$ cat config.mk
export PLATFORM = sky130hd
export DESIGN_NAME = mrq_ram
export DESIGN_NICKNAME = d
export VERILOG_FILES = /design/src/design/mrq_ram.sv
export SDC_FILE = /design/constraint.sdc
export NUM_CORES = 1
export LEC_CHECK = 0
export BUFFER_PORTS_ARGS = -buffer_cell sky130_fd_sc_hd__buf_2
export CAP_MARGIN = 20
export CORE_MARGIN = 4
export CORE_UTILIZATION = 55
export DETAILED_ROUTE_END_ITERATION = 10
export PLACE_DENSITY = 0.76
export SYNTH_ARGS = -nofsm -noshare
export SYNTH_HDL_FRONTEND = slang
export SYNTH_SLANG_ARGS = --single-unit
$ cat constraint.sdc
create_clock -name i_clk -period 1.75 [get_ports i_clk]
set_clock_uncertainty 0.15 [all_clocks]
set_input_delay 0.2625 -clock i_clk [delete_from_list [all_inputs] [get_ports i_clk]]
set_output_delay 0.2625 -clock i_clk [all_outputs]
set_load 0.1 [all_outputs]
$ cat src/design/mrq_ram.sv
// Simple dual-port synchronous RAM, registered read, new data on a same-address collision.
`default_nettype none

module mrq_ram #(
    parameter int WIDTH = 8,
    parameter int DEPTH = 16
) (
    input  wire logic                     i_clk,
    input  wire logic                     i_we,
    input  wire logic [$clog2(DEPTH)-1:0] i_waddr,
    input  wire logic [WIDTH-1:0]         i_wdata,
    input  wire logic                     i_re,
    input  wire logic [$clog2(DEPTH)-1:0] i_raddr,
    output logic      [WIDTH-1:0]         o_rdata
);

    logic [WIDTH-1:0] r_mem [DEPTH];
    logic [WIDTH-1:0] r_q;

    // Write port.
    always_ff @(posedge i_clk) begin
        if (i_we) begin
            r_mem[i_waddr] <= i_wdata;
        end
    end

    // Registered read; a write to the same entry in the same cycle is passed through.
    always_ff @(posedge i_clk) begin
        if (i_re) begin
            if (i_we && (i_waddr == i_raddr)) begin
                r_q <= i_wdata;
            end else begin
                r_q <= r_mem[i_raddr];
            end
        end
    end

    assign o_rdata = r_q;

endmodule

`default_nettype wire

==> run summary, run 1 <==
Status - finished, violations left
Failing checks - negative setup slack
Yosys cell types - 19
Setup slack after layout - -0.1739 ns
Row count - 36
Commonest non-fill, non-tap cell in the layout - edfxtp_1
Mapped Nets - 261
Metal3 WL - 673 µm
# Post-CTS Setup Buffers - 0
Post-Syn Instances - 242
Drt drc - 0
Starting Density - 0.5633
Tightest Pin Transition - 0.4955 ns
Routed wl met2 - 5645 µm
Slew HR - 0.6719
R2R Path Start - r_mem[14][1]
Switching Power - 1.534 mW
DP Wirelength - 6670 µm
Clock Latency Late Sink - 0.51 ns
Top layer in use - met4
CP Capture Type - flip-flop
Die area - 11630 µm²
Seq pwr share - 0.509
Max Cap Viol - 0
Routed vias - 2642
Unrepaired setup endpoints after global routing - true
Fin util - 0.6699
Crit-path max FO - 1
Vias per cell - 5.819
Number of diodes - 0
Nets - 330
Port Buffers - 26
Clk slew on worst S/H paths - 0.06 ns
Share of cells above drive strength 1 - 0.3676
Routed len/inst - 23.43 µm
Final Power - 7.274 mW
Fin Setup TNS - -0.8711 ns
#FFs+latches synth - 136
Starting DRT DRC Count - 242
Core area - 9729 µm²
Power Density - 1116 nW/µm²
Seq/Total Area, Yosys - 0.7452
Met1 WL - 4178 µm
Die X - 107.8 µm
Root Buffer - clkbuf_8
FMAX - 519.8 MHz
TritonRoute pass-1 iters - 4
Post-Route WL - 10640 µm
Leakage - 2.247 nW
WP data required - 1.86 ns
Antenna-violating nets left - 0
Clock network fraction of total power - 0.410
Synthesized cell area - 5480 µm²
Yosys warnings - 0
CP startpoint kind - flip-flop
Hold Vio Cnt, Final - 0
Initial antenna violation count - 0
Clock sink total - 136
WS Path Type - reg2reg
Clk buf depth - 2
Grt ovf - 0
H-tree depth - 4
Pint - 5.740 mW
Logic pwr share - 0.081
Mean post-synth cell area - 22.65 µm²
Largest net degree at the start of global routing - 18
Tcrit/Tclk final - 1.099
Commonest non-fill, non-tap cells in the layout - edfxtp_1, mux4_2, buf_4
Count of pins over their slew limit - 0
CP arrival - 2.03 ns
Die H - 107.8 µm
Hold Path Origin - i_wdata[1]
Sw Share - 0.2108
Crit. Startpoint - r_mem[14][1]
Global-route wire length before repair - 16660 µm
CTS tree - yes
Vias in the first global route - 2784
Num CTS Buffers - 17
Final hold slack - 0.01356 ns
Final setup vio count - 8
Maximum VDD drop - 0.5526 mV
P&R area growth vs syn - 18.93%
Io pins - 27
Worst Hold Class - in2reg
Routability congestion estimate - 0.7850
Tot GR Track Use - 0.2065
Final critical-path required period - 1.924 ns
-- registers in the layout, summed over array words and instances (netlist names) --
signal	count
r_mem	128
o_rdata	8
-- kinds of logic after synthesis --
family        Yosys count  synth area share
xor+xnor                4          0.006394
buf+inv                13           0.01621
flops                 136            0.7452
mux                    64            0.2075
simple gates           25           0.02466
-- metrics by stage --
stage | setup slack (ns) | cells | cell area, µm²
2_1_floorplan | -0.1396 | 242 | 5485
3_3_place_gp | -0.4403 | 418 | 5943
3_5_place_dp | -0.4687 | 418 | 5943
4_1_cts | -0.1665 | 454 | 6506
5_1_grt | -0.1811 | 454 | 6518
6_report | -0.1739 | 454 | 6518
-- worst max-delay path, cell delays in order (launching register included) --
cell	delay [ns]
edfxtp_1	0.39
mux4_2	0.51
mux2i_2	0.23
mux2i_1	0.12
mux2_2	0.27
-- metal layers --
| layer | GRT usage | vias up |
|---|---|---|
| met5 | 0 | - |
| met4 | 0.06763 | 0 |
| met3 | 0.05699 | 11 |
| met2 | 0.3304 | 105 |
| met1 | 0.2777 | 1381 |
| li1 | - | 1145 |
-- power groups by stage --
stage	sequential, mW	combinational, mW	clock [mW]
5_1_grt	3.70	0.625	3.21
4_1_cts	3.70	0.594	3.03
6_report	3.70	0.592	2.98
3_3_place_gp	3.76	0.549	0
3_5_place_dp	3.76	0.560	0
2_1_floorplan	3.88	0.258	0
-- worst paths after layout --
path                            slack [ns]            to  cells past startpoint
worst max register to register       -0.17    o_rdata[1]                      4
worst max-delay path                 -0.17    o_rdata[1]                      4
worst min register to register        0.82    o_rdata[0]                      4
worst min-delay path                  0.01  r_mem[14][1]                      1
-- Yosys cell counts, drive strengths merged --
library cell	number	share of area
mux4	32	0.15
nand2	2	0.0014
or3b	1	0.0016
clkbuf	5	0.0034
nor2	12	0.0082
mux2i	24	0.044
buf	8	0.013
edfxtp	136	0.75
xor2	3	0.0048
mux2	8	0.016
nor3	4	0.0037
nand2b	2	0.0023
nand3	1	0.00091
xnor2	1	0.0016
nand3b	2	0.0027
nor4	1	0.0039
-- cell type report --
type,instances,area (µm²)
Multi-Input combinational cell,93,1282
Clock inverter,7,56.30
Fill cell,617,3212
Clock buffer,22,432.9
Timing Repair Buffer,63,495.5
Tap cell,133,166.4
Sequential cell,136,4084
-- repair_timing --
item / 4_1_cts / 5_1_grt
resized for setup: 13 / 4
hold endpoints to repair: 82 / 0
endpoints found under the setup margin: 8 / 11
gates cloned: 0 / 0
hold buffers: 7 / 0
Power figures use the tool's default switching activity.
==> run 2, diff against run 1 <==
==> constraint.sdc (replaced) <==
create_clock -name i_clk -period 1.75 [get_ports i_clk]
set_clock_uncertainty 0.15 [all_clocks]
set_input_delay 0.2625 -clock i_clk [delete_from_list [all_inputs] [get_ports i_clk]]
set_output_delay 0.2625 -clock i_clk [all_outputs]
set_load 0.05 [all_outputs]
==> run 2 against run 1 <==
The flow still finishes with violations (negative setup slack); clock power about the same; cell count unchanged; hold slack worse by 0.00086 ns; critical endpoint unchanged; sequential power about the same; first-iteration DRC count up 3.3%; non-clock buffer count unchanged; critical path depth unchanged; die area unchanged.
==> run summary, run 2 (synthesis gave the netlist of run 1 again) <==
Filler Cell Count - 619 (was 617)
Crit-path max FO - 1 (unchanged)
WS Path Type - reg2reg (unchanged)
Number of diodes - 0 (unchanged)
Num CTS Buffers - 17 (unchanged)
CP startpoint kind - flip-flop (unchanged)
Clock sink total - 136 (unchanged)
Cells after DPL - 418 (unchanged)
Io pins - 27 (unchanged)
CP Capture Type - flip-flop (unchanged)
Grt ovf - 0 (unchanged)
Die H - 107.8 µm (unchanged)
Leakage - 2.245 nW (was 2.247 nW)
CTS tree - yes (unchanged)
Count of pins over their slew limit - 0 (unchanged)
Status - finished, violations left (unchanged)
Maximum VDD drop - 0.5443 mV (was 0.5526 mV)
Final critical-path required period - 1.905 ns (was 1.924 ns)
Initial antenna violation count - 0 (unchanged)
Commonest non-fill, non-tap cell in the layout - edfxtp_1 (unchanged)
Hold Vio Cnt, Final - 0 (unchanged)
TritonRoute pass-1 iters - 4 (unchanged)
Unrepaired setup endpoints after global routing - true (unchanged)
Crit-path cells - mux4_2, mux2i_2, mux2i_1, mux2_2 (unchanged)
Drt drc - 0 (unchanged)
H-tree depth - 4 (unchanged)
Tot GR Track Use - 0.2065 (unchanged)
Final setup vio count - 8 (unchanged)
Row count - 36 (unchanged)
Core area - 9729 µm² (unchanged)
CP arrival - 2.01 ns (was 2.03 ns)
Largest net degree at the start of global routing - 18 (unchanged)
Die X - 107.8 µm (unchanged)
Vias per cell - 5.806 (was 5.819)
Nets - 330 (unchanged)
Post-Route WL - 10700 µm (was 10640 µm)
Starting Density - 0.5633 (unchanged)
Starting DRT DRC Count - 250 (was 242)
Slew HR - 0.7892 (was 0.6719)
Max incr delay on CP - 0.51 ns (about the same)
Clock Latency Late Sink - 0.51 ns (about the same)
Routed len/inst - 23.56 µm (was 23.43 µm)
Tcrit/Tclk final - 1.088 (was 1.099)
Commonest non-fill, non-tap cells in the layout - edfxtp_1, mux4_2, buf_2 (was edfxtp_1, mux4_2, buf_4)
Max reg flops - 128 (unchanged)
Routability congestion estimate - 0.7850 (unchanged)
Tightest Pin Transition - 0.3162 ns (was 0.4955 ns)
Die area - 11630 µm² (unchanged)
Worst Path Buf+Inv - 0 (unchanged)
Port Buffers - 26 (unchanged)
Global-route wire length before repair - 16660 µm (unchanged)
Antenna-violating nets left - 0 (unchanged)
Power Density - 1107 nW/µm² (was 1116 nW/µm²)
Root Buffer - clkbuf_8 (unchanged)
Max Cap Viol - 0 (unchanged)
Failing checks - negative setup slack (unchanged)
Clk slew on worst S/H paths - 0.06 ns (about the same)
Vias in the first global route - 2784 (unchanged)
Setup slack after layout - -0.1547 ns (was -0.1739 ns)
Clk buf depth - 2 (unchanged)
Pre-CTS setup slack - -0.4687 ns (unchanged)
Finished Layout Cells - 454 (unchanged)
Final hold slack - 0.01270 ns (was 0.01356 ns)
Cell family contributing the most delay on the critical path - multiplexers (unchanged)
DP Wirelength - 6670 µm (unchanged)
Largest reg by FF count - r_mem (unchanged)
Worst Hold Class - in2reg (unchanged)
WP data required - 1.86 ns (about the same)
FMAX - 525.0 MHz (was 519.8 MHz)
P&R area growth vs syn - 18.79% (was 18.93%)
Crit-path slowest cell - mux4_2 (unchanged)
Share of cells above drive strength 1 - 0.3676 (unchanged)
Routed vias - 2636 (was 2642)
## run 2: timing repair
action / in CTS / in global routing
gates resized for setup: 13 / 1
setup endpoints to repair: 8 / 8
setup buffers: 0 / 0
endpoints found under the hold margin: 82 / 0
hold buffers: 7 / 0
## run 2: layout make-up
class	count	area [µm²]	share of cell area
Clock buffer	22	432.9	0.06650
Clock inverter	7	56.30	0.008649
Multi-Input combinational cell	93	1282	0.1970
Sequential cell	136	4084	0.6273
Tap cell	133	166.4	0.02556
Timing Repair Buffer	63	488.0	0.07496
## run 2: power breakdown
part / total (mW) / switching (mW) / internal [mW]
sequential: 3.70 / 0.0231 / 3.68
combinational: 0.523 / 0.294 / 0.230
clock: 2.98 / 1.15 / 1.83
## run 2: worst paths after layout
path                start      endpoint  slack, ns  cells past startpoint
max          r_mem[14][1]    o_rdata[1]      -0.15                      4
min            i_wdata[1]  r_mem[13][1]       0.01                      1
max reg2reg  r_mem[14][1]    o_rdata[1]      -0.15                      4
min reg2reg  r_mem[13][0]    o_rdata[0]       0.83                      4
## run 2: stage by stage
step             util  total power [mW]  cell area (µm²)  TNS (ns)
4_1_cts        0.6687             7.258             6506   -0.9388
6_report       0.6691             7.204             6510   -0.8486
3_3_place_gp   0.6109             4.240             5943    -3.048
2_1_floorplan       -             4.076             5485    -1.062
5_1_grt        0.6691             7.466             6510    -1.137
3_5_place_dp   0.6109             4.256             5943    -3.321
## run 2: routing by layer
metal  up-vias  track usage  wire length (µm)
met4         0      0.06763                67
met5         -            0                 0
met1      1355       0.2777              3996
li1       1144            -                 -
met3         4      0.05699               932
met2       133       0.3304              5700
