$ cat config.mk
export PLATFORM = sky130hd
export DESIGN_NAME = mrq_ctrl
export DESIGN_NICKNAME = d
export VERILOG_FILES = /design/src/design/mrq_pkg.sv /design/src/design/mrq_ctrl.sv
export SDC_FILE = /design/constraint.sdc
export NUM_CORES = 1
export LEC_CHECK = 0
export ABC_AREA = 0
export BUFFER_PORTS_ARGS = -buffer_cell sky130_fd_sc_hd__buf_2
export CAP_MARGIN = 20
export CORE_ASPECT_RATIO = 2
export CORE_MARGIN = 4
export CORE_UTILIZATION = 41
export CTS_BUF_LIST = sky130_fd_sc_hd__clkbuf_8 sky130_fd_sc_hd__clkbuf_16
export DETAILED_ROUTE_END_ITERATION = 6
export PLACE_DENSITY_LB_ADDON = 0.2
export RECOVER_POWER = 25
export SLEW_MARGIN = 30
export SYNTH_ARGS = -nofsm -noshare
export SYNTH_HDL_FRONTEND = slang
export SYNTH_SLANG_ARGS = --single-unit
$ cat constraint.sdc
create_clock -name i_clk -period 14.95 [get_ports i_clk]
set_input_delay 2.2425 -clock i_clk [delete_from_list [all_inputs] [get_ports i_clk]]
set_output_delay 2.2425 -clock i_clk [all_outputs]
set_load 0.05 [all_outputs]
$ cat src/design/mrq_pkg.sv
// Shared types and codes for the message ring queue.
`default_nettype none

package mrq_pkg;

    // Command codes carried by an input beat.
    typedef enum logic [1:0] {
        CMD_WRITE_BYTE  = 2'd0,
        CMD_WRITE_EMPTY = 2'd1,
        CMD_READ        = 2'd2
    } t_cmd;

    // Status codes carried by a result beat.
    typedef enum logic [1:0] {
        ST_OK         = 2'd0,
        ST_FULL       = 2'd1,
        ST_EMPTY      = 2'd2,
        ST_HEAD_EMPTY = 2'd3
    } t_status;

    // Progress of the message that is being written.
    typedef enum logic [1:0] {
        MODE_IDLE   = 2'd0,
        MODE_ACCEPT = 2'd1,
        MODE_DROP   = 2'd2
    } t_wr_mode;

    // Payload of one input beat.
    typedef struct packed {
        t_cmd       command;
        logic [7:0] data_in;
        logic       last;
    } t_in_beat;

    // Payload of one result beat.
    typedef struct packed {
        logic [7:0] data_out;
        logic       data_valid;
        logic       msg_done;
        t_status    status;
        logic [7:0] byte_count;
        logic [3:0] queue_level;
    } t_out_beat;

endpackage

`default_nettype wire

$ cat src/design/mrq_ctrl.sv
// Queue pointers, write and read progress, and the per-beat update of the queue.
`default_nettype none

module mrq_ctrl #(
    parameter int QUEUE_DEPTH   = 15,
    parameter int MESSAGE_BYTES = 250,
    localparam int SLOT_W = $clog2(QUEUE_DEPTH),
    localparam int CNT_W  = $clog2(QUEUE_DEPTH + 1),
    localparam int LEN_W  = $clog2(MESSAGE_BYTES + 1),
    localparam int ADDR_W = $clog2(QUEUE_DEPTH * MESSAGE_BYTES)
) (
    input  wire logic               i_clk,
    input  wire logic               i_rst_n,
    input  wire logic               i_fire,
    input  wire mrq_pkg::t_in_beat  i_item,
    input  wire logic [7:0]         i_store_rdata,
    input  wire logic [LEN_W-1:0]   i_len_rdata,
    output logic      [ADDR_W-1:0]  o_store_raddr,
    output logic      [SLOT_W-1:0]  o_len_raddr,
    output logic                    o_store_we,
    output logic      [ADDR_W-1:0]  o_store_waddr,
    output logic      [7:0]         o_store_wdata,
    output logic                    o_len_we,
    output logic      [SLOT_W-1:0]  o_len_waddr,
    output logic      [LEN_W-1:0]   o_len_wdata,
    output mrq_pkg::t_out_beat      o_result
);

    localparam logic [SLOT_W-1:0] SLOT_LAST = SLOT_W'(QUEUE_DEPTH - 1);
    localparam logic [CNT_W-1:0]  CNT_FULL  = CNT_W'(QUEUE_DEPTH);
    localparam logic [LEN_W-1:0]  LEN_MAX   = LEN_W'(MESSAGE_BYTES);
    localparam logic [ADDR_W-1:0] BASE_STEP = ADDR_W'(MESSAGE_BYTES);

    logic [SLOT_W-1:0]       r_head, n_head;
    logic [ADDR_W-1:0]       r_head_base, n_head_base;
    logic [SLOT_W-1:0]       r_tail, n_tail;
    logic [ADDR_W-1:0]       r_tail_base, n_tail_base;
    logic [CNT_W-1:0]        r_held, n_held;
    logic [LEN_W-1:0]        r_wr_off, n_wr_off;
    mrq_pkg::t_wr_mode       r_wr_mode, n_wr_mode;
    logic                    r_zero_seen, n_zero_seen;
    logic [LEN_W-1:0]        r_zero_len, n_zero_len;
    logic [LEN_W-1:0]        r_rd_off, n_rd_off;

    // Per-beat update: decide the result, the memory writes and the next pointers.
    always_comb begin
        mrq_pkg::t_wr_mode mode;
        logic [LEN_W-1:0]  off;
        logic              zs;
        logic [LEN_W-1:0]  zl;
        logic [LEN_W-1:0]  roff;
        logic              commit;
        logic [LEN_W-1:0]  commit_len;

        mode        = r_wr_mode;
        off         = r_wr_off;
        zs          = r_zero_seen;
        zl          = r_zero_len;
        roff        = r_rd_off;
        commit      = 1'b0;
        commit_len  = '0;

        n_head      = r_head;
        n_head_base = r_head_base;
        n_tail      = r_tail;
        n_tail_base = r_tail_base;
        n_held      = r_held;
        n_rd_off    = r_rd_off;

        o_store_we    = 1'b0;
        o_store_waddr = r_tail_base + ADDR_W'(r_wr_off);
        o_store_wdata = i_item.data_in;
        o_len_we      = 1'b0;
        o_len_waddr   = r_tail;
        o_len_wdata   = '0;

        o_result            = '0;
        o_result.status     = mrq_pkg::ST_OK;

        if (i_fire) begin
            case (i_item.command)
                mrq_pkg::CMD_WRITE_BYTE: begin
                    // The first beat of a message decides whether it is kept or dropped.
                    if (mode == mrq_pkg::MODE_IDLE) begin
                        off  = '0;
                        zs   = 1'b0;
                        zl   = '0;
                        mode = (r_held < CNT_FULL) ? mrq_pkg::MODE_ACCEPT
                                                   : mrq_pkg::MODE_DROP;
                    end
                    if (mode == mrq_pkg::MODE_ACCEPT) begin
                        // Bytes past the slot size are discarded.
                        if (off < LEN_MAX) begin
                            o_store_we    = 1'b1;
                            o_store_waddr = r_tail_base + ADDR_W'(off);
                            if ((i_item.data_in == 8'd0) && !zs) begin
                                zs = 1'b1;
                                zl = off;
                            end
                            off = off + 1'b1;
                        end
                        o_result.byte_count = 8'(off);
                        if (i_item.last) begin
                            commit     = 1'b1;
                            commit_len = zs ? zl : off;
                        end
                    end else begin
                        o_result.status = mrq_pkg::ST_FULL;
                        if (i_item.last) begin
                            mode = mrq_pkg::MODE_IDLE;
                        end
                    end
                end
                mrq_pkg::CMD_WRITE_EMPTY: begin
                    // Ignored while a message is in progress.
                    if (mode == mrq_pkg::MODE_IDLE) begin
                        if (r_held < CNT_FULL) begin
                            commit     = 1'b1;
                            commit_len = '0;
                        end else begin
                            o_result.status = mrq_pkg::ST_FULL;
                        end
                    end
                end
                mrq_pkg::CMD_READ: begin
                    if (r_held == '0) begin
                        o_result.status = mrq_pkg::ST_EMPTY;
                    end else if (i_len_rdata == '0) begin
                        // An empty head message is never popped.
                        o_result.status = mrq_pkg::ST_HEAD_EMPTY;
                    end else begin
                        o_result.data_out   = i_store_rdata;
                        o_result.data_valid = 1'b1;
                        roff                = r_rd_off + 1'b1;
                        o_result.byte_count = 8'(roff);
                        if ((roff >= i_len_rdata) || i_item.last) begin
                            o_result.msg_done = 1'b1;
                            n_held            = r_held - 1'b1;
                            n_rd_off          = '0;
                            if (r_head == SLOT_LAST) begin
                                n_head      = '0;
                                n_head_base = '0;
                            end else begin
                                n_head      = r_head + 1'b1;
                                n_head_base = r_head_base + BASE_STEP;
                            end
                        end else begin
                            n_rd_off = roff;
                        end
                    end
                end
                default: begin
                end
            endcase

            // Commit the message at the tail slot.
            if (commit) begin
                o_len_we          = 1'b1;
                o_len_wdata       = commit_len;
                n_held            = r_held + 1'b1;
                off               = '0;
                zs                = 1'b0;
                zl                = '0;
                mode              = mrq_pkg::MODE_IDLE;
                o_result.msg_done = 1'b1;
                if (r_tail == SLOT_LAST) begin
                    n_tail      = '0;
                    n_tail_base = '0;
                end else begin
                    n_tail      = r_tail + 1'b1;
                    n_tail_base = r_tail_base + BASE_STEP;
                end
            end
        end

        n_wr_mode            = mode;
        n_wr_off             = off;
        n_zero_seen          = zs;
        n_zero_len           = zl;
        o_result.queue_level = 4'(n_held);
    end

    // The next beat reads at the head position that this beat leaves behind.
    assign o_store_raddr = n_head_base + ADDR_W'(n_rd_off);
    assign o_len_raddr   = n_head;

    // Queue state registers.
    always_ff @(posedge i_clk) begin
        if (!i_rst_n) begin
            r_head      <= '0;
            r_head_base <= '0;
            r_tail      <= '0;
            r_tail_base <= '0;
            r_held      <= '0;
            r_wr_off    <= '0;
            r_wr_mode   <= mrq_pkg::MODE_IDLE;
            r_zero_seen <= 1'b0;
            r_zero_len  <= '0;
            r_rd_off    <= '0;
        end else begin
            r_head      <= n_head;
            r_head_base <= n_head_base;
            r_tail      <= n_tail;
            r_tail_base <= n_tail_base;
            r_held      <= n_held;
            r_wr_off    <= n_wr_off;
            r_wr_mode   <= n_wr_mode;
            r_zero_seen <= n_zero_seen;
            r_zero_len  <= n_zero_len;
            r_rd_off    <= n_rd_off;
        end
    end

`ifndef NO_ASSERTIONS
    // The queue never holds more messages than it has slots.
    a_held_max: assert property (@(posedge i_clk) disable iff (!i_rst_n)
        r_held <= CNT_FULL)
        else $error("message count exceeds queue depth");

    // With nothing held, no read can be part way through a message.
    a_rd_idle: assert property (@(posedge i_clk) disable iff (!i_rst_n)
        (r_held == '0) |-> (r_rd_off == '0))
        else $error("read offset nonzero on an empty queue");

    // Write progress exists only while a message is being accepted.
    a_wr_clear: assert property (@(posedge i_clk) disable iff (!i_rst_n)
        (r_wr_mode != mrq_pkg::MODE_ACCEPT) |-> ((r_wr_off == '0) && !r_zero_seen))
        else $error("write progress left over outside an accepted message");

    // The head base address tracks the head slot.
    a_head_base: assert property (@(posedge i_clk) disable iff (!i_rst_n)
        r_head_base == ADDR_W'(32'(r_head) * MESSAGE_BYTES))
        else $error("head base address out of step with head slot");
`endif

endmodule

`default_nettype wire

==> reports/metrics.yaml, run 1 <==
status:
  status: "complete, but fails checks"
  violations: "max-capacitance violations, max-slew violations"
yosys:
  syn_inst: 663
  yosys-mux-area-fraction_pct: 1.10
  synth_top_family_by_area: "simple AND/OR/NAND/NOR gates"
  async_flop_share_pct: 0
  synth-compound-area-share_pct: 21.3
  synth_top_area_share_pct: 24.2
  synth-xor-area-share_pct: 8.71
  syn-num-nets: 730
  yosysTopAreaCell: "dfxtp_1"
  synth_area_mm2: 0.00513
  synth_ff_type: "dfxtp_1"
  synthSimpleGateAreaFrac_pct: 30.0
  ys_top_cells_by_count: "66 x nor2_1, 62 x dfxtp_1, 57 x nand2_1"
  yosys_warnings: 0
  yosysMostFrequentCell: "nor2_1"
  synthAdderAreaFrac_pct: 9.17
  ys_types: 80
  syn_avg_cell_area_um2: 7.74
  synth-seq-cells: 62
  seq_area_frac_synth_pct: 24.2
  synth_edf_count: 0
  ys_top_cells_by_area: "dfxtp_1 24%, ha_1 8.8%, xnor2_1 5.5%"
setup_path:
  critPathMaxStageDelay_ns: 1.64
  cp.required_ns: 12.71
  r2r_setup_slack_ns: 10.01
  critPathArrivalTime_ns: 7.85
  crit_type: "primary input to output port"
  cp_max_fo: 19
  critPathCaptureType: "output port"
  cpMaxStageDelayCell: "o21ai_0"
  timing.rr.end: "r_head_base[8]"
  path_delay_family: "compound AO/OA/AOI/OAI gates"
  worst-path-buf-inv: 3
  reg2regPathDepth: 12
  r2r-start: "r_rd_off[0]"
  path_cells: "clkbuf_1 > inv_1 > ha_1 > a21o_1 > a211oi_1 > o21ai_0 > o21ai_0 > o21ai_0 > ha_1 > o21ai_0 > nor2_1 > o31a_1 > o21a_1 > o21ai_0 > a22oi_4 > nand3_2 > xor2_1 > buf_2"
  crit_top_cell: "o21ai_0"
  start_kind: "primary input"
detailed_routing:
  wl_met1_um: 5280
  wl_met3_um: 581
  routedWlPerCell_um: 16.9
  dr.first_iter.drc_count: 192
  wl_met2_um: 8690
  viasPerCell: 5.55
  firstDrtPassIters: 5
  drc_errors: 0
  wl_um: 15100
  dr.max_layer_used: "met4"
  vias: 4967
  drtAntennaViolNets: 0
clocking:
  cts_resized: 0
  postCtsHoldBufs: 0
  cts_root_buf: "clkbuf_16"
  h-tree-depth: 3
  cts_buffers: 9
  clockBufferDepth: 2
  cts.clk_slew.worst_paths_ns: 0.06
  cts.sinks: 62
  insertion_delay_ns: 0.33
  post-cts-setup-buffers: 0
  cts_tree: "built"
power_and_ir_drop:
  p_seq_share_pct: 36.1
  power_frac_clock_pct: 48.2
  p_switching_uw: 139
  leakagePower_uw: 0.00271
  combPwrFrac_pct: 15.7
  p_int_uw: 342
  vdd_drop_max_mv: 0.0591
  power.density_mw_per_mm2: 81.1
  switching_share_pct: 28.9
placement:
  routabilityCongestion: 0.874
  portBuffers: 103
  place_ws_ns: 6.16
  dp_hpwl_um: 12000
sta:
  period_needed_ns: 10.09
  setup_viol: 0
  period_share_pct: 67.5
  hold_violations: 0
  grt_setup_unrepaired: "false"
  finalSetupTns_ns: 0
  fmax_mhz: 99.1
  max_slew.worst_pin.slew_ns: 2.12
  relSlewSlack_pct: -42.9
  fin_skew_ns: 0.00896
  fin_ws_ns: 4.86
  report.final.slew_viol_count: 20
floorplanning:
  placement_rows: 57
  start_util_pct: 42.1
  die_w_um: 87.1
  io_pins: 104
  coreArea_mm2: 0.0122
  dieArea_mm2: 0.0145
  die_y_um: 166
global_route:
  grt-ovfl-total: 0
  grt_pass1_vias: 5129
  grt_usage_pct: 21.2
  grt_pass1_wl_um: 24700
  grt_max_degree: 51
  antenna_found_initial: 0
final_layout:
  final_util_pct: 48.7
  drive_gt1_share_pct: 18.3
  antenna_cells: 0
  syn_to_final_growth_pct: 15.7
  final_nets: 810
worst_hold_path:
  hp-start: "r_tail_base[2]"
  min_path_type: "register to register"
  hold_path_end: "r_tail_base[2]"
  min_path_cells: 2
flow_run:
  cap_violations: 1
[stage by stage]
step	instances	hold WS [ns]	power, µW	cell area, µm²
6_report	895	0.528	481	5930
5_1_grt	895	0.551	500	5930
4_1_cts	895	0.524	487	5980
3_5_place_dp	879	0.507	254	5640
3_3_place_gp	879	0.501	253	5640
2_1_floorplan	663	0.484	235	5130
[layout make-up]
class,count,area (µm²)
Multi-Input combinational cell,542,3570
Tap cell,147,184
Clock buffer,10,239
Sequential cell,62,1240
Fill cell,1227,6260
Timing Repair Buffer,103,507
Inverter,25,98.8
Clock inverter,6,93.8
[cells by family (layout without fill, tap and decap cells)]
family / count (synthesis) / after routing
and+or+nand+nor: 285 / 285
AOI/OAI and AO/OA: 164 / 164
DFF: 62 / 62
buffers and inverters: 59 / 144
xor gates and xnor gates: 51 / 51
adders and majority gates: 37 / 37
muxes: 5 / 5
[sequential cells by signal, indices dropped and copies added (netlist names)]
signal and count:
o_len_waddr 4, r_head 4, r_head_base 12, r_held 4, r_rd_off 8, r_tail_base 11, r_wr_mode 2, r_wr_off 8
r_zero_len 8, r_zero_seen 1
[worst max-delay path by stage]
stage	from	endpoint	depth (start not counted)	slack, ns
global route	i_len_rdata[6]	o_store_raddr[11]	18	4.46
CTS	i_len_rdata[6]	o_store_raddr[11]	19	6.11
finish	i_len_rdata[6]	o_store_raddr[11]	18	4.86
global placement	i_len_rdata[0]	o_store_raddr[11]	18	6.19
detailed placement	i_len_rdata[0]	o_store_raddr[11]	18	6.16
floorplan	i_len_rdata[6]	o_store_raddr[11]	17	6.59
[layout by cell type, fill, tap and decap left out, types with 16 or more instances in the layout]
cell type | synthesis | routed
a21oi_1 | 31 | 31
a22oi_1 | 22 | 22
and2_1 | 43 | 42
buf_2 | 10 | 96
dfxtp_1 | 62 | 62
ha_1 | 36 | 36
inv_1 | 22 | 23
nand2_1 | 57 | 58
nand2b_1 | 16 | 16
nand3_1 | 21 | 21
nor2_1 | 66 | 66
nor2b_1 | 21 | 21
nor3_1 | 15 | 16
o21ai_0 | 49 | 52
xnor2_1 | 32 | 32
xor2_1 | 19 | 19
[metal layers]
| metal | track usage, % | up-vias |
|---|---|---|
| met5 | 0 | - |
| li1 | - | 2477 |
| met4 | 12.0 | 0 |
| met2 | 40.9 | 133 |
| met3 | 3.77 | 39 |
| met1 | 19.9 | 2318 |
[power groups by stage]
stage	Sequential, µW	Combinational, µW	Clock, µW
after floorplan	176	58.8	0
after global placement	177	75.6	0
after detailed placement	177	76.7	0
after CTS	174	77.0	236
after global routing	174	82.3	243
final	174	75.6	232
[worst register-to-register path: cells and delay by family (launching register included)]
family / cells / cell delay, ns
AO/OA/AOI/OAI: 5 / 2.89
AND/OR/NAND/NOR: 4 / 0.67
adder cells (fa/ha/maj): 2 / 0.59
flip-flops: 1 / 0.46
XOR/XNOR: 1 / 0.29
Power figures use the tool's default switching activity.
==> run 2: changes to the inputs <==
ABC_AREA = 1   (was 0)
clock period = 8.2 ns   (was 14.95 ns; I/O delays follow)
==> run 2 against run 1 <==
Compared with the run above:
- via count up 22%
- setup slack worse by 3.0 ns
- the run now ends clean
- first-iteration DRC count grew 72%
- die area up 8.4%
- sequential cell count unchanged
- synthesized cell count up 40%
==> reports/metrics.yaml, run 2 <==
status:
  status: "finished clean"
setup_path:
  start_kind: "register"
  cp_max_fo: 15  # -4
  path_delay_family: "simple AND/OR/NAND/NOR gates"
  critPathCaptureType: "output port"
  crit_top_cell: "nand2_1"
  worst-path-buf-inv: 4  # +1
  critPathMaxStageDelay_ns: 0.45  # -1.19 ns
  cpMaxStageDelayCell: "nand2_1"
  timing.rr.end: "r_tail_base[3]"
  critPathArrivalTime_ns: 5.13  # -2.72 ns
  reg2regPathDepth: 11  # -1
  r2r-start: "r_wr_mode[1]"
  crit_type: "register to output port"
  r2r_setup_slack_ns: 3.79  # -6.22 ns
  cp.required_ns: 6.97  # -5.74 ns
yosys:
  syn_avg_cell_area_um2: 6.04  # -22%
  synthAdderAreaFrac_pct: 8.41  # -0.76 points
  yosysTopAreaCell: "dfxtp_1"
  yosys-mux-area-fraction_pct: 0  # -1.1 points
  synth_top_family_by_area: "simple AND/OR/NAND/NOR gates"
  synth_edf_count: 0  # unchanged
  ys_top_cells_by_area: "dfxtp_1 22%, nand2_1 16%, nor2_1 9.1%"
  synthSimpleGateAreaFrac_pct: 39.3  # +9.4 points
  async_flop_share_pct: 0  # unchanged
  synth-seq-cells: 62  # unchanged
  synth-xor-area-share_pct: 4.23  # -4.5 points
  ys_types: 47  # -41%
  synth_top_area_share_pct: 22.2  # -2.0 points
  yosysMostFrequentCell: "nand2_1"
  syn-num-nets: 993  # +36%
  syn_inst: 926  # +40%
  seq_area_frac_synth_pct: 22.2  # -2.0 points
  yosys_warnings: 0  # unchanged
  synth_ff_type: "dfxtp_1"
  synth-compound-area-share_pct: 14.1  # -7.2 points
  ys_top_cells_by_count: "234 x nand2_1, 135 x nor2_1, 119 x inv_1"
  synth_area_mm2: 0.00559  # +9.0%
detailed_routing:
  wl_um: 17400  # +15%
  viasPerCell: 5.19  # -6.5%
  vias: 6068  # +22%
  drtAntennaViolNets: 0  # unchanged
  dr.first_iter.drc_count: 331  # +72%
  drc_errors: 0  # unchanged
  routedWlPerCell_um: 14.8  # -12%
  firstDrtPassIters: 5  # unchanged
global_route:
  antenna_found_initial: 0  # unchanged
  use_met1_pct: 20.4  # +0.52 points
  grt_usage_pct: 22.2  # +0.99 points
  grt-ovfl-total: 0  # unchanged
  met2_usage_pct: 45.7  # +4.9 points
  top_usage_layer: "met2"
  grt_max_degree: 49  # -3.9%
  grtUsageMet3_pct: 2.83  # -0.94 points
  grt_pass1_vias: 5915  # +15%
  grt_pass1_wl_um: 28200  # +14%
floorplanning:
  die_y_um: 173  # +4.2%
  start_util_pct: 41.6  # -0.43 points
  dieArea_mm2: 0.0157  # +8.4%
  coreArea_mm2: 0.0134  # +10%
  die_w_um: 90.6  # +4.0%
  placement_rows: 60  # +5.3%
  io_pins: 104  # unchanged
sta:
  hold_violations: 0  # unchanged
  report.final.slew_viol_count: 0  # -100%
  max_slew.worst_pin.slew_ns: 1.20  # -0.922 ns
  relSlewSlack_pct: 19.7  # +63 points
  finalSetupTns_ns: 0  # unchanged
  period_share_pct: 77.5
  period_needed_ns: 6.36
  setup_viol: 0  # unchanged
  fin_skew_ns: 0.0114  # +0.00243 ns
  grt_setup_unrepaired: "false"
  fmax_mhz: 157
  hold_slack_ns: 0.463  # -0.0645 ns
clocking:
  h-tree-depth: 3  # unchanged
  insertion_delay_ns: 0.34  # about the same
  cts_resized: 0  # unchanged
  postCtsHoldBufs: 0  # unchanged
  post-cts-setup-buffers: 0  # unchanged
  clockBufferDepth: 2  # unchanged
  cts_buffers: 9  # unchanged
  cts.sinks: 62  # unchanged
  cts_root_buf: "clkbuf_16"
  cts.clk_slew.worst_paths_ns: 0.06  # about the same
  cts_tree: "built"
final_layout:
  antenna_cells: 0  # unchanged
  fin_cells: 1170  # +31%
  mostFrequentLayoutCells: "238 x nand2_1, 136 x nor2_1, 123 x inv_1, 91 x buf_2, 73 x a21oi_1"
  final_common_cell: "nand2_1"
  drive_gt1_share_pct: 13.4  # -4.9 points
  largest_reg_flops: 12  # unchanged
  largestRegisters: "r_head_base: 12 flops, r_tail_base: 11 flops"
  top_register: "r_head_base"
  final_nets: 1077  # +33%
  syn_to_final_growth_pct: 14.1
  fill_cells: 1459  # +19%
power_and_ir_drop:
  power.density_mw_per_mm2: 138  # +70%
  vdd_drop_max_mv: 0.0950  # +61%
  leakagePower_uw: 0.00340  # +25%
placement:
  portBuffers: 103  # unchanged
  routabilityCongestion: 0.890  # +1.8%
  dp_cells: 1154  # +31%
  dp_hpwl_um: 14200  # +18%
worst_hold_path:
  hp-start: "r_zero_len[5]"
  hold_path_end: "r_zero_len[5]"
  min_path_cells: 2  # unchanged
  min_path_type: "register to register"
flow_run:
  cap_violations: 0  # -1
[run 2: cell types whose count changed in the layout (fill, tap and decap cells not counted), moves of 22 or more]
cell and change:
a21oi_1 +42, and2_1 -42, inv_1 +100, nand3_1 +46, nand2_1 +180, nor2_1 +70, a22oi_1 -22, xnor2_1 -28
[run 2: cells by family (layout without fill, tap and decap cells)]
family          count (synthesis)  after routing
flops                          62             62
xor+xnor                       27             27
simple gates                  500            500
fa+ha+maj                      37             37
compound gates                142            142
buf+inv                       158            247
[run 2: worst max path at each step]
stage	start	end	depth (start not counted)	slack, ns
floorplan	i_len_rdata[3]	o_store_raddr[10]	21	2.64
global placement	i_fire	o_store_raddr[10]	18	2.14
detailed placement	i_fire	o_store_raddr[10]	18	2.04
CTS	r_rd_off[0]	o_store_raddr[10]	24	1.92
global route	r_rd_off[0]	o_store_raddr[10]	25	1.25
finish	r_rd_off[0]	o_store_raddr[10]	25	1.84
[run 2: stage by stage]
step | worst slack, ns | area [µm²] | util [%] | power, µW
final | 1.84 | 6380 | 47.5 | 879
after CTS | 1.92 | 6430 | 47.9 | 888
after global routing | 1.25 | 6380 | 47.5 | 913
after detailed placement | 2.04 | 6130 | 45.6 | 498
after global placement | 2.14 | 6130 | 45.6 | 498
after floorplan | 2.64 | 5590 | - | 457
[run 2: worst reg2reg max path, stage by stage, from the launching register on]
cell and delay, ns:
dfxtp_1 0.35, nor2_1 0.92, nand3_1 0.30, nand2_1 0.37, inv_1 0.48, nand3_1 0.23
nand2_1 0.20, nand2_1 0.51, o21ai_0 0.43, inv_1 0.32, o21ai_0 0.12, a21oi_1 0.11
[run 2: layer usage]
metal / vias to the layer above / wire length [µm]
met4: 0 / 744
met3: 41 / 610
met2: 132 / 10200
li1: 3157 / -
met5: - / 0
met1: 2738 / 5820
[run 2: layout make-up]
| class | count | area (µm²) | area share, % |
|---|---|---|---|
| inverters | 127 | 478 | 7.49 |
| clock inverters | 7 | 73.8 | 1.16 |
| multi-input cells | 706 | 3660 | 57.4 |
| well taps | 155 | 194 | 3.04 |
| repair buffers | 104 | 508 | 7.96 |
| clock buffers | 9 | 225 | 3.53 |
| flip-flops and latches | 62 | 1240 | 19.5 |
[run 2: power by group]
part	leakage (µW)	switching [µW]	internal, µW
combinational	0.00274	127	43.7
sequential	0.000502	9.90	308
clock	0.000152	153	237
total	0.00340	290	589
